`src/rtl/ovls_pkg.sv`:
```
// Shared types and constants of the ordered value list store.
// Depends on nothing; every other file refers to it by scoped names.
`default_nettype none

package ovls_pkg;

  localparam int unsigned DEPTH     = 64;
  localparam int unsigned IDX_W     = $clog2(DEPTH);
  localparam int unsigned CNT_W     = $clog2(DEPTH + 1);
  localparam int unsigned DATA_W    = 32;
  localparam int unsigned CMD_W     = 3;
  localparam int unsigned STATUS_W  = 3;

  localparam int unsigned GRP_SIZE  = 8;
  localparam int unsigned SUB_W     = $clog2(GRP_SIZE);
  localparam int unsigned GRP_CNT   = (DEPTH + GRP_SIZE - 1) / GRP_SIZE;
  localparam int unsigned GRP_IDX_W = (GRP_CNT > 1) ? $clog2(GRP_CNT) : 1;
  localparam int unsigned PAD_W     = GRP_CNT * GRP_SIZE;

  typedef enum logic [CMD_W-1:0] {
    CMD_APPEND = 3'd0,
    CMD_PUSH   = 3'd1,
    CMD_POP    = 3'd2,
    CMD_DELETE = 3'd3,
    CMD_FIND   = 3'd4,
    CMD_MODIFY = 3'd5
  } cmd_e;

  typedef enum logic [STATUS_W-1:0] {
    ST_OK        = 3'd0,
    ST_NOT_FOUND = 3'd1,
    ST_EMPTY     = 3'd2,
    ST_FULL      = 3'd3,
    ST_DUPLICATE = 3'd4
  } status_e;

  typedef enum logic [2:0] {
    CELL_HOLD  = 3'd0,
    CELL_WRITE = 3'd1,
    CELL_SHR   = 3'd2,
    CELL_SHL   = 3'd3,
    CELL_MATCH = 3'd4,
    CELL_KEEP  = 3'd5,
    CELL_SORT  = 3'd6
  } cell_op_e;

  typedef struct packed {
    cell_op_e          op;
    logic [IDX_W-1:0]  sel;
    logic [DATA_W-1:0] data;
    logic              parity;
  } cell_ctrl_t;

  typedef struct packed {
    logic             found;
    logic [IDX_W-1:0] idx;
  } first_hit_t;

endpackage

`default_nettype wire

```
`src/rtl/ovls_first_hit.sv`:
```
// Two-stage registered search for the lowest set bit of the cell flag vector.
// Depends on ovls_pkg.
`default_nettype none

module ovls_first_hit (
  input  logic                        clk_i,
  input  logic                        rst_ni,
  input  logic [ovls_pkg::DEPTH-1:0]  vec_i,
  output ovls_pkg::first_hit_t        hit_o
);

  logic [ovls_pkg::PAD_W-1:0]   padded;
  logic [ovls_pkg::GRP_CNT-1:0] grp_any_d, grp_any_q;
  logic [ovls_pkg::SUB_W-1:0]   grp_sub_d [ovls_pkg::GRP_CNT];
  logic [ovls_pkg::SUB_W-1:0]   grp_sub_q [ovls_pkg::GRP_CNT];
  ovls_pkg::first_hit_t         hit_d, hit_q;

  assign padded = ovls_pkg::PAD_W'(vec_i);

  always_comb begin
    for (int g = 0; g < ovls_pkg::GRP_CNT; g++) begin
      grp_any_d[g] = 1'b0;
      grp_sub_d[g] = '0;
      for (int s = ovls_pkg::GRP_SIZE - 1; s >= 0; s--) begin
        if (padded[g * ovls_pkg::GRP_SIZE + s]) begin
          grp_any_d[g] = 1'b1;
          grp_sub_d[g] = ovls_pkg::SUB_W'(s);
        end
      end
    end
  end

  always_comb begin
    logic [ovls_pkg::GRP_IDX_W+ovls_pkg::SUB_W-1:0] pad_idx;
    pad_idx     = '0;
    hit_d.found = 1'b0;
    for (int g = ovls_pkg::GRP_CNT - 1; g >= 0; g--) begin
      if (grp_any_q[g]) begin
        hit_d.found = 1'b1;
        pad_idx     = {ovls_pkg::GRP_IDX_W'(g), grp_sub_q[g]};
      end
    end
    hit_d.idx = ovls_pkg::IDX_W'(pad_idx);
  end

  always_ff @(posedge clk_i) begin
    for (int g = 0; g < ovls_pkg::GRP_CNT; g++) begin
      grp_sub_q[g] <= grp_sub_d[g];
    end
  end

  always_ff @(posedge clk_i or negedge rst_ni) begin
    if (!rst_ni) begin
      grp_any_q <= '0;
      hit_q     <= '0;
    end else begin
      grp_any_q <= grp_any_d;
      hit_q     <= hit_d;
    end
  end

  assign hit_o = hit_q;

endmodule

`default_nettype wire

```
`config.mk`:
```
export PLATFORM = sky130hd
export DESIGN_NAME = ovls_first_hit
export DESIGN_NICKNAME = d
export VERILOG_FILES = /design/src/rtl/ovls_pkg.sv /design/src/rtl/ovls_first_hit.sv
export SDC_FILE = /design/constraint.sdc
export NUM_CORES = 1
export LEC_CHECK = 0
export CAP_MARGIN = 20
export CORE_ASPECT_RATIO = 0.6
export CORE_MARGIN = 5
export CORE_UTILIZATION = 29
export CTS_BUF_LIST = sky130_fd_sc_hd__clkbuf_16
export CTS_CLUSTER_SIZE = 24
export DETAILED_ROUTE_END_ITERATION = 12
export DONT_BUFFER_PORTS = 1
export SETUP_SLACK_MARGIN = 0.4
export SYNTH_ARGS = -nofsm -noshare
export SYNTH_HDL_FRONTEND = slang
export SYNTH_SLANG_ARGS = --single-unit
export TNS_END_PERCENT = 20
```
`constraint.sdc`:
```
create_clock -name clk_i -period 1.7 [get_ports clk_i]
set_input_delay 0.17 -clock clk_i [delete_from_list [all_inputs] [get_ports clk_i]]
set_output_delay 0.17 -clock clk_i [all_outputs]
set_load 0.01 [all_outputs]
```
==> metrics.cfg, run 1 <==
[route]
drtPass1Iterations=4
wire_per_inst_um=13.5
drt_iter0_drc=74
ant_nets=0
routed_wl_mm=3.98
vias=1366
viasPerCell=4.65
drc=0

[final_layout]
antenna_cells=0
final_net_count=279
area_delta_synth_final_pct=27.3
layout-drive-gt1-share_pct=5.14
stdcell_count=294
nFillCells=561

[yosys]
synthXorXnorAreaFrac_pct=0
synth_simple_gate_area_share_pct=28.6
synth_top_family_by_area=simple AND/OR/NAND/NOR gates
synth.area.top_cells=dfxtp_1 29%, dfrtp_1 22%, nor3_1 7.5%, nor4_1 6.0%, a21oi_1 4.8%
yosysSeqAreaShare_pct=51.2
synth_fa_ha_area_share_pct=0
ys_ff_latch=39
yosysTopAreaCell=dfxtp_1
synth_top_area_share_pct=28.7
syn_nets=256
synth_edf_count=0
syn_area_um2=1670
synth_cell_types=24
syn_avg_cell_area_um2=8.80
yosysWarnings=0
synthFlopType=dfxtp_1
synth-compound-area-share_pct=15.8
synthMuxAreaShare_pct=0
synth_cells=190
async_flop_share_pct=38.5

[cts]
cts_root_buffer=clkbuf_16
cts_setup_buffers=0
htree_levels=2
clkSlewWorstSetupHoldPaths_ns=0.05
clk_latency_ns=0.28
cts_tree=yes
clockBufferDepth=2
numCtsBuffers=5
clock_sinks=39

[floorplanning]
core_area_um2=5600
initial_core_util_pct=29.9
die_x_um=108
die_area_um2=7440
rows=21
chipHeight_um=68.8
ios=73

[global_route]
overflow=0
grt_use_met3_pct=6.14
met1_usage_pct=14.5
first_global_vias=1414
grt_max_degree=16
antenna_found_initial=0
grt_pass1_wl_mm=6.29
grt_util_met2_pct=15.8
grt.total_usage_pct=11.2
top_usage_layer=met2

[worst_setup_path]
worstSetupEndpointType=register
crit_arrival_ns=1.56
cp_max_fo=3
r2r_setup_slack_ns=0.34
start_kind=register
required_ns=1.90
critPathKind=register to register

[sta]
min_period_over_period_pct=79.9
skew_ns=0.00590
worst_slew_pin_slew_ns=0.694
drv_slew=0
tns_ns=0
relSlewSlack_pct=53.6
fin_crit_ns=1.36
max_freq_mhz=737
rsz0062_at_grt=true
setup_viol=0
final-hold-violation-count=0

[pwr]
leakagePower_nw=0.850
peakVddDrop_mv=0.397
cellPowerDensity_nw_per_um2=1070

[job]
drv_cap=0

[hold_path]
hold_class=primary input to register

[placement]
hpwlAfterDp_mm=3.23
routabilityCongestion=0.725
dp.cells=269
io_buffers=0

[status]
status=finished clean

==> critical path: stages (launching register included) <==
cell and delay, ns:
dfrtp_1 0.38, or2b_2 0.18, o22ai_1 0.08, or4_1 0.47
a31oi_1 0.17
==> per-layer routing <==
layer  wire length [um]  vias to the layer above
met4                 57                        0
li1                   -                      725
met5                  0                        -
met3                466                        8
met1               1900                      579
met2               1550                       54
==> sequential cells by signal, summed over array words and instances (netlist names) <==
| register | count |
|---|---|
| hit_o | 7 |
| grp_sub_q | 24 |
| grp_any_q | 8 |
==> cell type report <==
type	count	area [um2]	area share, %
Clock buffer	5	125	5.88
Sequential cell	39	857	40.2
Timing Repair Buffer	17	170	7.99
Inverter	19	71.3	3.35
Tap cell	80	100	4.70
Clock inverter	3	63.8	3.00
Multi-Input combinational cell	131	742	34.8
==> logic make-up (layout without fill, tap and decap cells) <==
group / after synthesis / after routing
AO/OA/AOI/OAI: 42 / 42
AND/OR/NAND/NOR: 89 / 89
flip-flops: 39 / 39
buffers and inverters: 20 / 44
==> timing repair <==
action	CTS	global route
resized for setup	1	0
endpoints found under the hold margin	31	0
pin swaps	1	0
hold buffers	17	0
endpoints found under the setup margin	3	3
==> cells in the mapped netlist, types with 2 or more instances <==
cell type and count:
a21oi_1 16, a221oi_1 3, a22oi_1 3, a31oi_1 3, dfrtp_1 15, dfxtp_1 24
inv_1 19, nand2_1 11, nand2b_1 8, nor2_1 13, nor2b_1 8, nor3_1 25
nor4_1 16, o21ai_0 2, o21bai_1 8, o22ai_1 6, or4_1 3
==> power by group <==
part	leakage (nW)	switching (mW)	total, mW	internal, mW
clock	0.0952	0.334	1.17	0.834
combinational	0.397	0.0546	0.131	0.0766
sequential	0.358	0.0145	0.969	0.954
total	0.850	0.403	2.27	1.86
==> path summary, 6_finish.rpt <==
check	from	endpoint	cells past startpoint
setup / recovery	grp_any_q[5]	hit_o[2]	4
hold / removal	vec_i[45]	grp_any_q[5]	2
setup reg to reg	grp_any_q[5]	hit_o[2]	4
hold reg to reg	grp_sub_q[0][5]	hit_o[2]	2
max in group asynchronous	rst_ni	grp_any_q[6]	1
min in group asynchronous	rst_ni	hit_o[4]	1
==> metrics by stage <==
| step | worst slack (ns) | hold slack (ns) | instance area, um2 | total power [mW] | utilization, % |
|---|---|---|---|---|---|
| finish | 0.342 | 0.00630 | 2130 | 2.27 | 38.1 |
| global placement | 0.376 | -0.125 | 1770 | 1.08 | 31.6 |
| detailed placement | 0.326 | -0.125 | 1770 | 1.08 | 31.6 |
| global route | 0.258 | 0.00743 | 2130 | 2.36 | 38.1 |
| floorplan | 0.433 | -0.126 | 1670 | 1.06 | - |
| CTS | 0.340 | 0.00117 | 2130 | 2.30 | 38.1 |
==> placed cells by master, fill, tap and decap left out, drive strengths merged, types with 2 or more instances in the layout <==
| cell type | netlist | layout |
|---|---|---|
| a21oi | 16 | 16 |
| a221oi | 3 | 3 |
| a22oi | 3 | 3 |
| a31oi | 3 | 3 |
| bufinv | 0 | 2 |
| clkbuf | 1 | 5 |
| dfrtp | 15 | 15 |
| dfxtp | 24 | 24 |
| dlygate4sd3 | 0 | 17 |
| inv | 19 | 20 |
| nand2 | 11 | 11 |
| nand2b | 8 | 8 |
| nor2 | 13 | 13 |
| nor2b | 9 | 9 |
| nor3 | 25 | 25 |
| nor4 | 16 | 16 |
| o21ai | 2 | 2 |
| o21bai | 8 | 8 |
| o22ai | 6 | 6 |
| or4 | 3 | 3 |
Note: power is estimated with default switching activity, not from simulation.
==> run 2, diff against run 1 <==
--- a/config.mk
+++ b/config.mk
@@ -5,6 +5,7 @@
 export SDC_FILE = /design/constraint.sdc
 export NUM_CORES = 1
 export LEC_CHECK = 0
+export ABC_AREA = 1
 export CAP_MARGIN = 20
 export CORE_ASPECT_RATIO = 0.6
 export CORE_MARGIN = 5
==> constraint.sdc (replaced) <==
create_clock -name clk_i -period 1.1 [get_ports clk_i]
set_input_delay 0.11 -clock clk_i [delete_from_list [all_inputs] [get_ports clk_i]]
set_output_delay 0.11 -clock clk_i [all_outputs]
set_load 0.01 [all_outputs]
==> run 2 against run 1 <==
Effect of this change:
- the run now ends with negative hold slack left
- die area is 6.8% higher
- final area is 11% higher
- clock-buffer cell count stayed put
- routed wire length is 12% higher
- worst hold slack worse by 0.11 ns
- clock skew is 0.0019 ns lower
- sequential cell count stayed put
- clock power is 40% higher
- sequential power is 55% higher
- first-iteration DRC count is 1.4% lower
- critical path type unchanged
- critical endpoint is now hit_o[1]
- highest routed layer unchanged
==> metrics.cfg, run 2 <==
[status]
status=finished with violations
violations=negative hold slack

[worst_setup_path]
timing.rr.start=grp_any_q[2]
critPathLaunch=grp_any_q[2]
start_kind=register
cp_max_fo=6
required_ns=1.32
critPathKind=register to register
worstSetupEndpointType=register
crit_arrival_ns=1.29

[cts]
cts_tree=yes
clockBufferDepth=2
htree_levels=2
clkSlewWorstSetupHoldPaths_ns=0.06
cts_hold_buf=23
numCtsBuffers=5
clock_sinks=39
clk_latency_ns=0.28
cts_root_buffer=clkbuf_16

[global_route]
grt_pass1_wl_mm=7.42
grt_max_degree=16
first_global_vias=1686
grt.total_usage_pct=11.6
antenna_found_initial=0
overflow=0

[final_layout]
multi_input_area_um2=863
layout-drive-gt1-share_pct=17.2
final_cell_mix=42 x nand2_1, 34 x a21oi_1, 26 x inv_1
regArea_um2=858
area_delta_synth_final_pct=31.5
layout_commonest_cell=nand2_1
largest_reg_flops=24
final_net_count=338
largest_register=grp_sub_q
nFillCells=614
antenna_cells=0

[route]
routed_wl_mm=4.45
drc=0
drtPass1Iterations=4
viasPerCell=4.60
wire_per_inst_um=12.5
drt_iter0_drc=73
vias=1641
ant_nets=0

[yosys]
synth_common_cells=43 x nand2_1, 37 x a21oi_1, 29 x inv_1
syn_nets=306
ys_ff_latch=39
yosysWarnings=0
synthFlopType=dfxtp_1
async_flop_share_pct=38.5
yosysTopAreaCell=dfxtp_1
synth_cell_types=16
syn_area_um2=1800
yosysSeqAreaShare_pct=47.5
syn_avg_cell_area_um2=7.51
synth_cells=240
synth_edf_count=0
synth_top_area_share_pct=26.7
synth.most_common_cell=nand2_1
synth.area.top_cells=dfxtp_1 27%, dfrtp_1 21%, a21oi_1 10%, nand2_1 9.0%, inv_1 6.0%

[floorplanning]
die_x_um=112
rows=22
chipHeight_um=71.1
ios=73
die_area_um2=7940
core_area_um2=6080
initial_core_util_pct=29.6

[hold_path]
holdCritStartpoint=vec_i[2]
hold_class=primary input to register

[pwr]
peakVddDrop_mv=0.644
total_power_mw=3.39
cellPowerDensity_nw_per_um2=1430
leakagePower_nw=0.999

[placement]
routabilityCongestion=0.776
hpwlAfterDp_mm=3.37
io_buffers=0

[sta]
final-hold-violation-count=32
rsz0062_at_grt=true
min_period_over_period_pct=97.1
hold_slack_ns=-0.103
drv_slew=0
fin_crit_ns=1.07
max_freq_mhz=936
skew_ns=0.00399
setup_viol=0
relSlewSlack_pct=51.4
worst_slew_pin_slew_ns=0.729

[job]
drv_cap=0

-- run 2: path summary, 6_finish.rpt --
check | slack, ns | cells after the start | end
worst max-delay path | 0.03 | 6 | hit_o[1]
worst min-delay path | -0.10 | 1 | grp_sub_q[0][2]
worst max register to register | 0.03 | 6 | hit_o[1]
worst min register to register | 0.45 | 2 | hit_o[1]
max in group asynchronous | 0.64 | 1 | grp_any_q[5]
min in group asynchronous | -0.05 | 1 | hit_o[4]
-- run 2: cell type report --
type                    instances  share of cell area (%)
clock buffers                   5                    5.28
clock inverters                 3                    1.95
inverters                      29                    4.59
multi-input cells             170                    36.4
flip-flops and latches         39                    36.2
well taps                      84                    4.44
repair buffers                 27                    11.1
-- run 2: critical path, stage by stage (launching register included) --
cell and delay, ns:
dfrtp_1 0.41, or2_4 0.28, nor2_2 0.09, nand2_1 0.06
nand2_1 0.06, nand2_1 0.05, nand2_1 0.06
-- run 2: kinds of logic (layout without fill, tap and decap cells) --
kind of cell	Yosys count	in the layout	share of synthesized area [%]
AOI/OAI and AO/OA	50	50	14.2
DFF	39	39	47.5
buffers and inverters	31	64	7.29
and+or+nand+nor	120	120	31.0
-- run 2: power breakdown --
part	total, mW	internal [mW]	switching (mW)
registers	1.50	1.47	0.0224
logic	0.251	0.139	0.113
clock network	1.64	1.08	0.563
-- run 2: timing repair --
item	CTS	global route
buffers inserted	0	1
endpoints found under the hold margin	45	16
resized for setup	6	11
endpoints found under the setup margin	14	32
pin swaps	0	2
-- run 2: per-layer routing --
| metal | global-route usage [%] | up-vias | part of all wire, % |
|---|---|---|---|
| met1 | 16.1 | 731 | 51 |
| li1 | - | 852 | - |
| met4 | 2.43 | 0 | 0.81 |
| met5 | 0 | - | 0 |
| met3 | 5.98 | 5 | 10 |
| met2 | 16.0 | 53 | 38 |
-- run 2: per-stage QoR --
stage / util, % / std cells / setup TNS, ns / setup WS, ns / instance area (um2)
final: 39.0 / 357 / 0 / 0.0317 / 2370
after global routing: 39.0 / 357 / -0.0639 / -0.0198 / 2370
after CTS: 38.3 / 356 / 0 / 0.0248 / 2330
after detailed placement: 31.4 / 325 / -0.00665 / -0.00665 / 1910
after global placement: 31.4 / 325 / 0 / 0.00865 / 1910
after floorplan: - / 240 / 0 / 0.0472 / 1810
