<file path="config.mk">
export PLATFORM = sky130hd
export DESIGN_NAME = ovls_cell
export DESIGN_NICKNAME = d
export VERILOG_FILES = /design/src/rtl/ovls_pkg.sv /design/src/rtl/ovls_cell.sv
export SDC_FILE = /design/constraint.sdc
export NUM_CORES = 1
export LEC_CHECK = 0
export ABC_CLOCK_PERIOD_IN_PS = 3200
export BUFFER_PORTS_ARGS = -buffer_cell sky130_fd_sc_hd__clkbuf_2
export CORE_UTILIZATION = 40
export CTS_CLUSTER_SIZE = 40
export DETAILED_ROUTE_END_ITERATION = 10
export HOLD_SLACK_MARGIN = 0.1
export PLACE_DENSITY = 0.77
export SETUP_SLACK_MARGIN = 0.4
export SKIP_CTS_REPAIR_TIMING = 1
export SLEW_MARGIN = 20
export SYNTH_ARGS = -nofsm -noshare
export SYNTH_HDL_FRONTEND = slang
export SYNTH_SLANG_ARGS = --single-unit
</file>
<file path="constraint.sdc">
create_clock -name clk_i -period 3.2 [get_ports clk_i]
set_input_delay 0.16 -clock clk_i [delete_from_list [all_inputs] [get_ports clk_i]]
set_output_delay 0.16 -clock clk_i [all_outputs]
set_load 0.1 [all_outputs]
</file>
<file path="src/rtl/ovls_pkg.sv">
// Shared types and constants of the ordered value list store.
// Depends on nothing; every other file refers to it by scoped names.
`default_nettype none

package ovls_pkg;

  localparam int unsigned DEPTH     = 64;
  localparam int unsigned IDX_W     = $clog2(DEPTH);
  localparam int unsigned CNT_W     = $clog2(DEPTH + 1);
  localparam int unsigned DATA_W    = 32;
  localparam int unsigned CMD_W     = 3;
  localparam int unsigned STATUS_W  = 3;

  localparam int unsigned GRP_SIZE  = 8;
  localparam int unsigned SUB_W     = $clog2(GRP_SIZE);
  localparam int unsigned GRP_CNT   = (DEPTH + GRP_SIZE - 1) / GRP_SIZE;
  localparam int unsigned GRP_IDX_W = (GRP_CNT > 1) ? $clog2(GRP_CNT) : 1;
  localparam int unsigned PAD_W     = GRP_CNT * GRP_SIZE;

  typedef enum logic [CMD_W-1:0] {
    CMD_APPEND = 3'd0,
    CMD_PUSH   = 3'd1,
    CMD_POP    = 3'd2,
    CMD_DELETE = 3'd3,
    CMD_FIND   = 3'd4,
    CMD_MODIFY = 3'd5
  } cmd_e;

  typedef enum logic [STATUS_W-1:0] {
    ST_OK        = 3'd0,
    ST_NOT_FOUND = 3'd1,
    ST_EMPTY     = 3'd2,
    ST_FULL      = 3'd3,
    ST_DUPLICATE = 3'd4
  } status_e;

  typedef enum logic [2:0] {
    CELL_HOLD  = 3'd0,
    CELL_WRITE = 3'd1,
    CELL_SHR   = 3'd2,
    CELL_SHL   = 3'd3,
    CELL_MATCH = 3'd4,
    CELL_KEEP  = 3'd5,
    CELL_SORT  = 3'd6
  } cell_op_e;

  typedef struct packed {
    cell_op_e          op;
    logic [IDX_W-1:0]  sel;
    logic [DATA_W-1:0] data;
    logic              parity;
  } cell_ctrl_t;

  typedef struct packed {
    logic             found;
    logic [IDX_W-1:0] idx;
  } first_hit_t;

endpackage

`default_nettype wire

</file>
<file path="src/rtl/ovls_cell.sv">
// One storage cell of the list: an entry, a flag and the moves to its neighbors.
// Depends on ovls_pkg.
`default_nettype none

module ovls_cell (
  input  logic                         clk_i,
  input  logic                         rst_ni,
  input  logic [ovls_pkg::IDX_W-1:0]   idx_i,
  input  logic [ovls_pkg::CNT_W-1:0]   count_i,
  input  ovls_pkg::cell_ctrl_t         ctrl_i,
  input  logic [ovls_pkg::DATA_W-1:0]  left_value_i,
  input  logic                         left_flag_i,
  input  logic [ovls_pkg::DATA_W-1:0]  right_value_i,
  input  logic                         right_flag_i,
  output logic [ovls_pkg::DATA_W-1:0]  value_o,
  output logic                         flag_o
);

  logic [ovls_pkg::DATA_W-1:0] value_q, value_d;
  logic                        flag_q, flag_d;
  logic                        in_use;
  logic                        is_match;
  logic                        left_member;

  assign in_use      = ovls_pkg::CNT_W'(idx_i) < count_i;
  assign is_match    = in_use && (value_q == ctrl_i.data);
  assign left_member = (idx_i[0] == ctrl_i.parity);

  always_comb begin
    value_d = value_q;
    flag_d  = flag_q;
    unique case (ctrl_i.op)
      ovls_pkg::CELL_WRITE: begin
        if (idx_i == ctrl_i.sel) begin
          value_d = ctrl_i.data;
        end
      end
      ovls_pkg::CELL_SHR: begin
        value_d = left_value_i;
      end
      ovls_pkg::CELL_SHL: begin
        value_d = right_value_i;
      end
      ovls_pkg::CELL_MATCH: begin
        flag_d = is_match;
      end
      ovls_pkg::CELL_KEEP: begin
        flag_d = in_use && !is_match;
      end
      ovls_pkg::CELL_SORT: begin
        // A kept entry trades places with a hole on its left.
        if (left_member) begin
          if (!flag_q && right_flag_i) begin
            value_d = right_value_i;
            flag_d  = 1'b1;
          end
        end else begin
          if (!left_flag_i && flag_q) begin
            value_d = left_value_i;
            flag_d  = 1'b0;
          end
        end
      end
      default: begin
        value_d = value_q;
      end
    endcase
  end

  always_ff @(posedge clk_i) begin
    value_q <= value_d;
  end

  always_ff @(posedge clk_i or negedge rst_ni) begin
    if (!rst_ni) begin
      flag_q <= 1'b0;
    end else begin
      flag_q <= flag_d;
    end
  end

  assign value_o = value_q;
  assign flag_o  = flag_q;

endmodule

`default_nettype wire

</file>
==> summary.md, run 1 <==
| Metric | Value |
|---|---|
| Status | `complete, no violations` |
| Largest cells by area after synthesis | `edfxtp_1, xnor2_1, a31oi_1` |
| Initial core utilization | `between 40% and 50%` |
| TritonCTS clock tree | `yes` |
| Sink Count | `33` |
| Final worst-path cycle share | `65.29%` |
| Seq/Total Area, Yosys | `42.09%` |
| GRT met3 Usage | `approximately 5%` |
| Max-slew violations | `0` |
| DP Area | `3212 um^2` |
| Cell area after layout | `3296 um^2` |
| Worst-path cell chain | `inv_1 -> nor3_1 -> a31oi_1 -> a21o_1 -> a21oi_4 -> buf_4` |
| Worst-skew pair later-pin latency | `0.27 ns` |
| Main combinational cell family by area after synthesis | `simple AND/OR/NAND/NOR gates` |
| #FFs+latches synth | `33` |
| Synth Cell Area | `2342 um^2` |
| Worst setup EP type | `flop` |
| Die W | `78.52 um` |
| Core ar. | `5574 um^2` |
| First drt pass iteration count | `4` |
| Crit-path max cell delay | `0.47 ns` |
| Syn nets | `399` |
| Non-filler cells, final | `493` |
| CTS Buffer Depth | `2` |
| Die height | `78.52 um` |
| XOR/XNOR share of the synthesized area | `14.58%` |
| Die area | `6165 um^2` |
| I/O pin count | `156` |
| Max Cap Violations | `0` |
| RD Place Congestion | `slightly above 0.8` |
| Worst flop-to-flop path endpoint | `value_o[19]$_DFFE_PP_` |
| Placed cells | `486` |
| Pleak | `between 1.5 and 2 nW` |
| Syn Inst Count | `~270` |
| Final #Nets | `550` |
| CTS clk-pin slew, worst paths | `0.06 ns` |
| WL final | `between 7 and 8 mm` |
| Critical path's slowest cell | `a21oi_4` |
| Maximum net fanout on the critical path | `18` |
| Largest area contributor in the netlist | `edfxtp_1` |
| Met2 usage | `40.43%` |
| Iter 0 DRT Violations | `approximately 170` |
| Vias/cell | `5.136` |
| Largest net degree at the start of global routing | `33` |
| Setup crit start kind | `flop` |
| Post-synthesis mux area share | `less than 1%` |
| CTS buffer count | `5` |
| Antenna Nets Post-Route | `0` |
| Worst hold margin | `0.1882 ns` |
| Reg2reg start | `flag_o$_DFFE_PN0P_` |
| Commonest non-fill, non-tap cells in the layout | `clkbuf_2, xnor2_1, nor2_1` |
| Fraction of layout instances using a drive strength above 1 | `40.62%` |
| Overflow after GRT | `0` |
| Setup Total Neg Slack | `0 ns` |
| Setup CP Type | `reg2reg` |
| Clk_skew | `0.001263 ns` |
| Rows | `27` |
| Reg2reg path depth | `6` |
| # setup viols final | `0` |
| Synth cell types | `28` |
| Vias in the first global route | `2394` |
| Most common cell after layout, fill and taps aside | `clkbuf_2` |
| Post-layout util | `59.12%` |
| Met1 usage | `27.22%` |
| Synth top area share | `41.03%` |
| Post-route minimum period | `2.089 ns` |
| Worst path required time | `3.17 ns` |
| Gr busiest metal | `met2` |
| Simple-gate share of the synthesized area | `22.92%` |
| Syn_area_per_cell | `8.643 um^2` |
| Pwr Density | `428.8 nW/um^2` |
| First-pass GRT wire length | `10.71 mm` |
| Data arrival, critical path | `2.06 ns` |
| Max IR drop VDD | `approximately 0.00023 V` |
| Max-slew headroom | `42.60%` |
| Antenna violations before repair | `0` |
| WL/cell | `~14 um` |
| RSZ-0062 raised after global routing | `no` |
| Dpl hpwl | `5.603 mm` |
| Input/output buffers | `155` |
| R2r setup slk | `1.11 ns` |
| # H-tree levels | `2` |
| Fmax | `about 0.48 GHz` |
| Synth Warn # | `0` |
| Tightest Hold Check Type | `in2async` |
| Diodes inserted | `0` |
| Final Hold Fails | `0` |
| Layout area overhead | `40.71%` |
| Tot GR Track Use | `22.69%` |
| Synth Area in Adders | `2.671%` |
| Vias | `roughly 2500` |
| Tightest Pin Transition | `0.8590 ns` |
| Drt drc | `0` |
| Complex-gate fraction of the synthesized area | `12.93%` |
| Root Buffer | `clkbuf_8` |
worst max path at each step:
stage | startpoint | depth (start not counted) | to | slack [ns]
2_1_floorplan | flag_o$_DFFE_PN0P_ | 5 | value_o[0]$_DFFE_PP_ | 0.64
3_3_place_gp | idx_i[0] | 6 | value_o[4]$_DFFE_PP_ | 0.96
3_5_place_dp | idx_i[0] | 6 | value_o[4]$_DFFE_PP_ | 0.89
4_1_cts | flag_o$_DFFE_PN0P_ | 6 | value_o[4]$_DFFE_PP_ | 1.08
5_1_grt | flag_o$_DFFE_PN0P_ | 6 | value_o[15]$_DFFE_PP_ | 0.93
6_report | flag_o$_DFFE_PN0P_ | 6 | value_o[19]$_DFFE_PP_ | 1.11
cell families (layout without fill, tap and decap cells):
logic type / after synthesis / in the layout
simple gates: 121 / 121
compound gates: 47 / 47
xor+xnor: 39 / 39
flops: 33 / 33
buf+inv: 25 / 175
fa+ha+maj: 5 / 5
mux: 1 / 1
stage by stage:
stage | worst slack [ns] | total power (W)
after global placement | 0.9561 | 0.001130
after global routing | 0.9341 | 0.001483
final | 1.111 | 0.001413
after detailed placement | 0.8946 | 0.001139
after CTS | 1.084 | 0.001424
after floorplan | 0.6416 | 0.0009680
area by class of cell:
type	instances	area, um^2
clock inverter	1	5.005
multi-input combinational	213	1292
fill	533	2278
clock buffer	5	68.82
timing repair buffer	161	823.3
inverter	8	30.03
tap	72	90.09
sequential	33	985.9
worst max-delay path, delay by kind of cell, from the launching register on:
| kind | cells | cell delay [ns] |
|---|---|---|
| AOI/OAI and AO/OA | 3 | 0.76 |
| buffers and inverters | 2 | 0.44 |
| DFF | 1 | 0.39 |
| and+or+nand+nor | 1 | 0.19 |
power by group:
group          internal, W  switching [W]
clock network     0.000143       0.000141
logic             0.000168       0.000415
registers         0.000522      0.0000242
total             0.000833       0.000580
synth_stat cells (all sizes together):
master  number
a21o         3
a211o        1
nand2b       1
dfrtp        1
nand4        8
mux2         1
o22ai        1
nor4         3
a22o         1
a41oi        1
inv          8
ha           5
o221ai       1
nand4b       1
buf          6
xnor2       36
nand2       35
nor2        36
a21boi       1
a31oi       33
xor2         3
nor3         3
nand3       33
clkbuf      11
a21oi        5
or2          1
edfxtp      32
sequential cells by signal (all words and copies together), names as in the netlist:
register and flops:
flag_o 1, value_o 32
routing by layer:
layer	vias to the layer above	share of wire, %
li1	1275	-
met1	1133	40
met2	114	52
met3	10	6.7
met4	0	1.3
met5	-	0
No activity file was read; power rests on OpenSTA's default activity.
==> inputs of run 2 (changes only) <==
- ABC_AREA: not set -> 1
- ABC_CLOCK_PERIOD_IN_PS: 3200 -> 1900
- PLACE_DENSITY: 0.77 -> 0.76
- clock period: 3.2 -> 1.9 ns (I/O delays scaled with it)
==> run 2 against run 1 <==
  * Via count is 16% higher
  * Die area is 23% higher
  * First-iteration DRC count is 42% lower
  * Register-to-register slack worse by 0.84 ns
  * Routed wire length is 14% higher
  * Clock power is 130% higher
  * Total power is 110% higher
  * Critical endpoint is now value_o[8]$_DFFE_PP_
==> summary.md, run 2 <==
| Metric | Value |
|---|---|
| Status | `complete, no violations` |
| Root Buffer | `clkbuf_8` |
| Tightest Hold Check Type | `in2async` |
| #FFs+latches synth | `33` |
| Most frequent cell on the critical path | `nand2_2` |
| Dpl hpwl | `~6.4 mm` |
| Synth cell types | `29` |
| I/O pin count | `156` |
| Total power | `0.003024 W` |
| Initial core utilization | `42.01%` |
| # setup viols final | `0` |
| Crit-path max cell delay | `0.49 ns` |
| Clk_skew | `0.005223 ns` |
| Fmax | `0.6146 GHz` |
| Vias | `2943` |
| Setup CP Type | `reg2reg` |
| Synth Warn # | `0` |
| TritonCTS clock tree | `yes` |
| Reg2reg start | `flag_o$_DFFE_PN0P_` |
| Max reg flops | `32` |
| # H-tree levels | `2` |
| First drt pass iteration count | `4` |
| Synth top area share | `33.12%` |
| Post-synth EDFFs | `32` |
| Most common cell after layout, fill and taps aside | `clkbuf_2` |
| Overflow after GRT | `0` |
| Die W | `87.17 um` |
| CP Launch Point | `flag_o$_DFFE_PN0P_` |
| Die height | `87.17 um` |
| CTS clk-pin slew, worst paths | `0.07 ns` |
| Pwr Density | `736.3 nW/um^2` |
| Max Cap Violations | `0` |
| Commonest cells post-synth | `nand2_1, inv_1, edfxtp_1` |
| Vias/cell | `4.627` |
| WL met1 | `3.390 mm` |
| Post-route minimum period | `1.627 ns` |
| Synth Cell Area | `2902 um^2` |
| Main synth FF type | `edfxtp_1` |
| Syn nets | `500` |
| Drt drc | `0` |
| Tightest Pin Transition | `0.5632 ns` |
| CTS buffer count | `5` |
| Largest area contributor in the netlist | `edfxtp_1` |
| Worst path required time | `approximately 1.9 ns` |
| Final worst-path cycle share | `approximately 86%` |
| RD Place Congestion | `a little over 0.8` |
| DP Area | `3817 um^2` |
| Die area | `7599 um^2` |
| Largest cells by area after synthesis | `edfxtp_1, o221ai_2, nand2_1` |
| Iter 0 DRT Violations | `100` |
| Syn_area_per_cell | `7.800 um^2` |
| Met2 WL post-DR | `4.038 mm` |
| Max IR drop VDD | `~0.00031 V` |
| Fillcell total | `669` |
| Max-slew headroom | `62.61%` |
| Fraction of layout instances using a drive strength above 1 | `42.96%` |
| Worst setup EP type | `flop` |
| Worst flop-to-flop path endpoint | `value_o[8]$_DFFE_PP_` |
| Vias in the first global route | `2685` |
| R2r setup slk | `roughly 0.27 ns` |
| Commonest non-fill, non-tap cells in the layout | `clkbuf_2, nand2_1, inv_1` |
| Rows | `30` |
| Max-slew violations | `0` |
| Worst-path cell chain | `inv_4 -> nand2_2 -> nand2_2 -> o21ai_2 -> inv_2 -> o211ai_1 -> a21oi_4 -> buf_12 -> clkbuf_16` |
| Max layer used | `met4` |
| WL/cell | `12.64 um` |
| Setup crit start kind | `flop` |
| Worst-skew pair later-pin latency | `0.29 ns` |
| Tot GR Track Use | `20.87%` |
| Seq/Total Area, Yosys | `between 30% and 40%` |
| CTS Buffer Depth | `2` |
| Diodes inserted | `0` |
| Sink Count | `33` |
| Maximum net fanout on the critical path | `8` |
| Ys async rst share | `between 3 and 4%` |
| Placed cells | `620` |
| Antenna violations before repair | `0` |
| WL final | `8.039 mm` |
| Pleak | `2.233 nW` |
| Data arrival, critical path | `around 1.6 ns` |
| Input/output buffers | `155` |
| Final #Nets | `about 670` |
| WL met3 | `519 um` |
| Setup Total Neg Slack | `0 ns` |
| Core ar. | `6907 um^2` |
| Critical path's slowest cell | `dfrtp_4` |
| Cell area after layout | `4108 um^2` |
| Final Hold Fails | `0` |
| First-pass GRT wire length | `12.15 mm` |
| Largest net degree at the start of global routing | `33` |
| Syn Inst Count | `372` |
| Antenna Nets Post-Route | `0` |
| Non-filler cells, final | `636` |
| Layout area overhead | `41.57%` |
| Count leader, synth | `nand2_1` |
| RSZ-0062 raised after global routing | `yes` |
| Reg2reg path depth | `9` |
run 2: cell types whose count changed in the layout (fill, tap and decap cells not counted), sizes merged, moves of 9 or more:
cell    before  now
o221ai       1   32
inv          8  101
a31oi       33    1
xnor2       36   21
nand3       33    4
nand2       35  120
nor2        36   27
run 2: worst max-delay path by stage:
| stage | to | slack, ns |
|---|---|---|
| 5_1_grt | value_o[8]$_DFFE_PP_ | 0.21 |
| 4_1_cts | value_o[24]$_DFFE_PP_ | 0.28 |
| 3_5_place_dp | value_o[3]$_DFFE_PP_ | 0.22 |
| 2_1_floorplan | value_o[0]$_DFFE_PP_ | -0.13 |
| 3_3_place_gp | value_o[29]$_DFFE_PP_ | 0.28 |
| 6_report | value_o[8]$_DFFE_PP_ | 0.27 |
run 2: final cells by class:
cell class | count | area, um^2 | share of cell area (%)
Clock inverter | 2 | 33.78 | 0.8224
Clock buffer | 6 | 72.57 | 1.767
Tap cell | 96 | 120.1 | 2.924
Inverter | 102 | 385.4 | 9.382
Timing Repair Buffer | 169 | 947.2 | 23.06
Sequential cell | 33 | 989.7 | 24.09
Multi-Input combinational cell | 228 | 1559 | 37.95
run 2: power breakdown:
part / total (W) / switching, W / internal, W
clock: 0.000658 / 0.000270 / 0.000387
combinational: 0.00139 / 0.000990 / 0.000401
sequential: 0.000975 / 0.0000639 / 0.000911
total: 0.00302 / 0.00132 / 0.00170
run 2: cells by family after synthesis:
kind of cell,count (synthesis),share of synthesized area (%)
XOR/XNOR,26,8.107
AND/OR/NAND/NOR,153,21.04
buffers and inverters,111,15.52
AO/OA/AOI/OAI,44,19.19
flip-flops,33,33.98
adder cells (fa/ha/maj),5,2.156
run 2: metrics by stage:
step / util, % / hold slack (ns) / worst slack (ns)
after floorplan: - / -0.2006 / -0.1297
after global placement: 55.27 / -0.1280 / 0.2771
after detailed placement: 55.27 / -0.1285 / 0.2179
after CTS: 56.81 / -0.4351 / 0.2781
after global routing: 59.47 / 0.1049 / 0.2121
final: 59.47 / 0.1158 / 0.2729
run 2: critical path: cells and delay by family (launching register included):
kind / cells / cell delay (ns)
AOI/OAI and AO/OA: 3 / 0.33
and+or+nand+nor: 2 / 0.11
DFF: 1 / 0.49
buffers and inverters: 4 / 0.42
run 2: routing by layer:
metal	global-route usage (%)	vias up
met1	25.59	1328
met5	0	-
met3	4.739	8
met4	6.110	0
met2	36.58	108
li1	-	1499
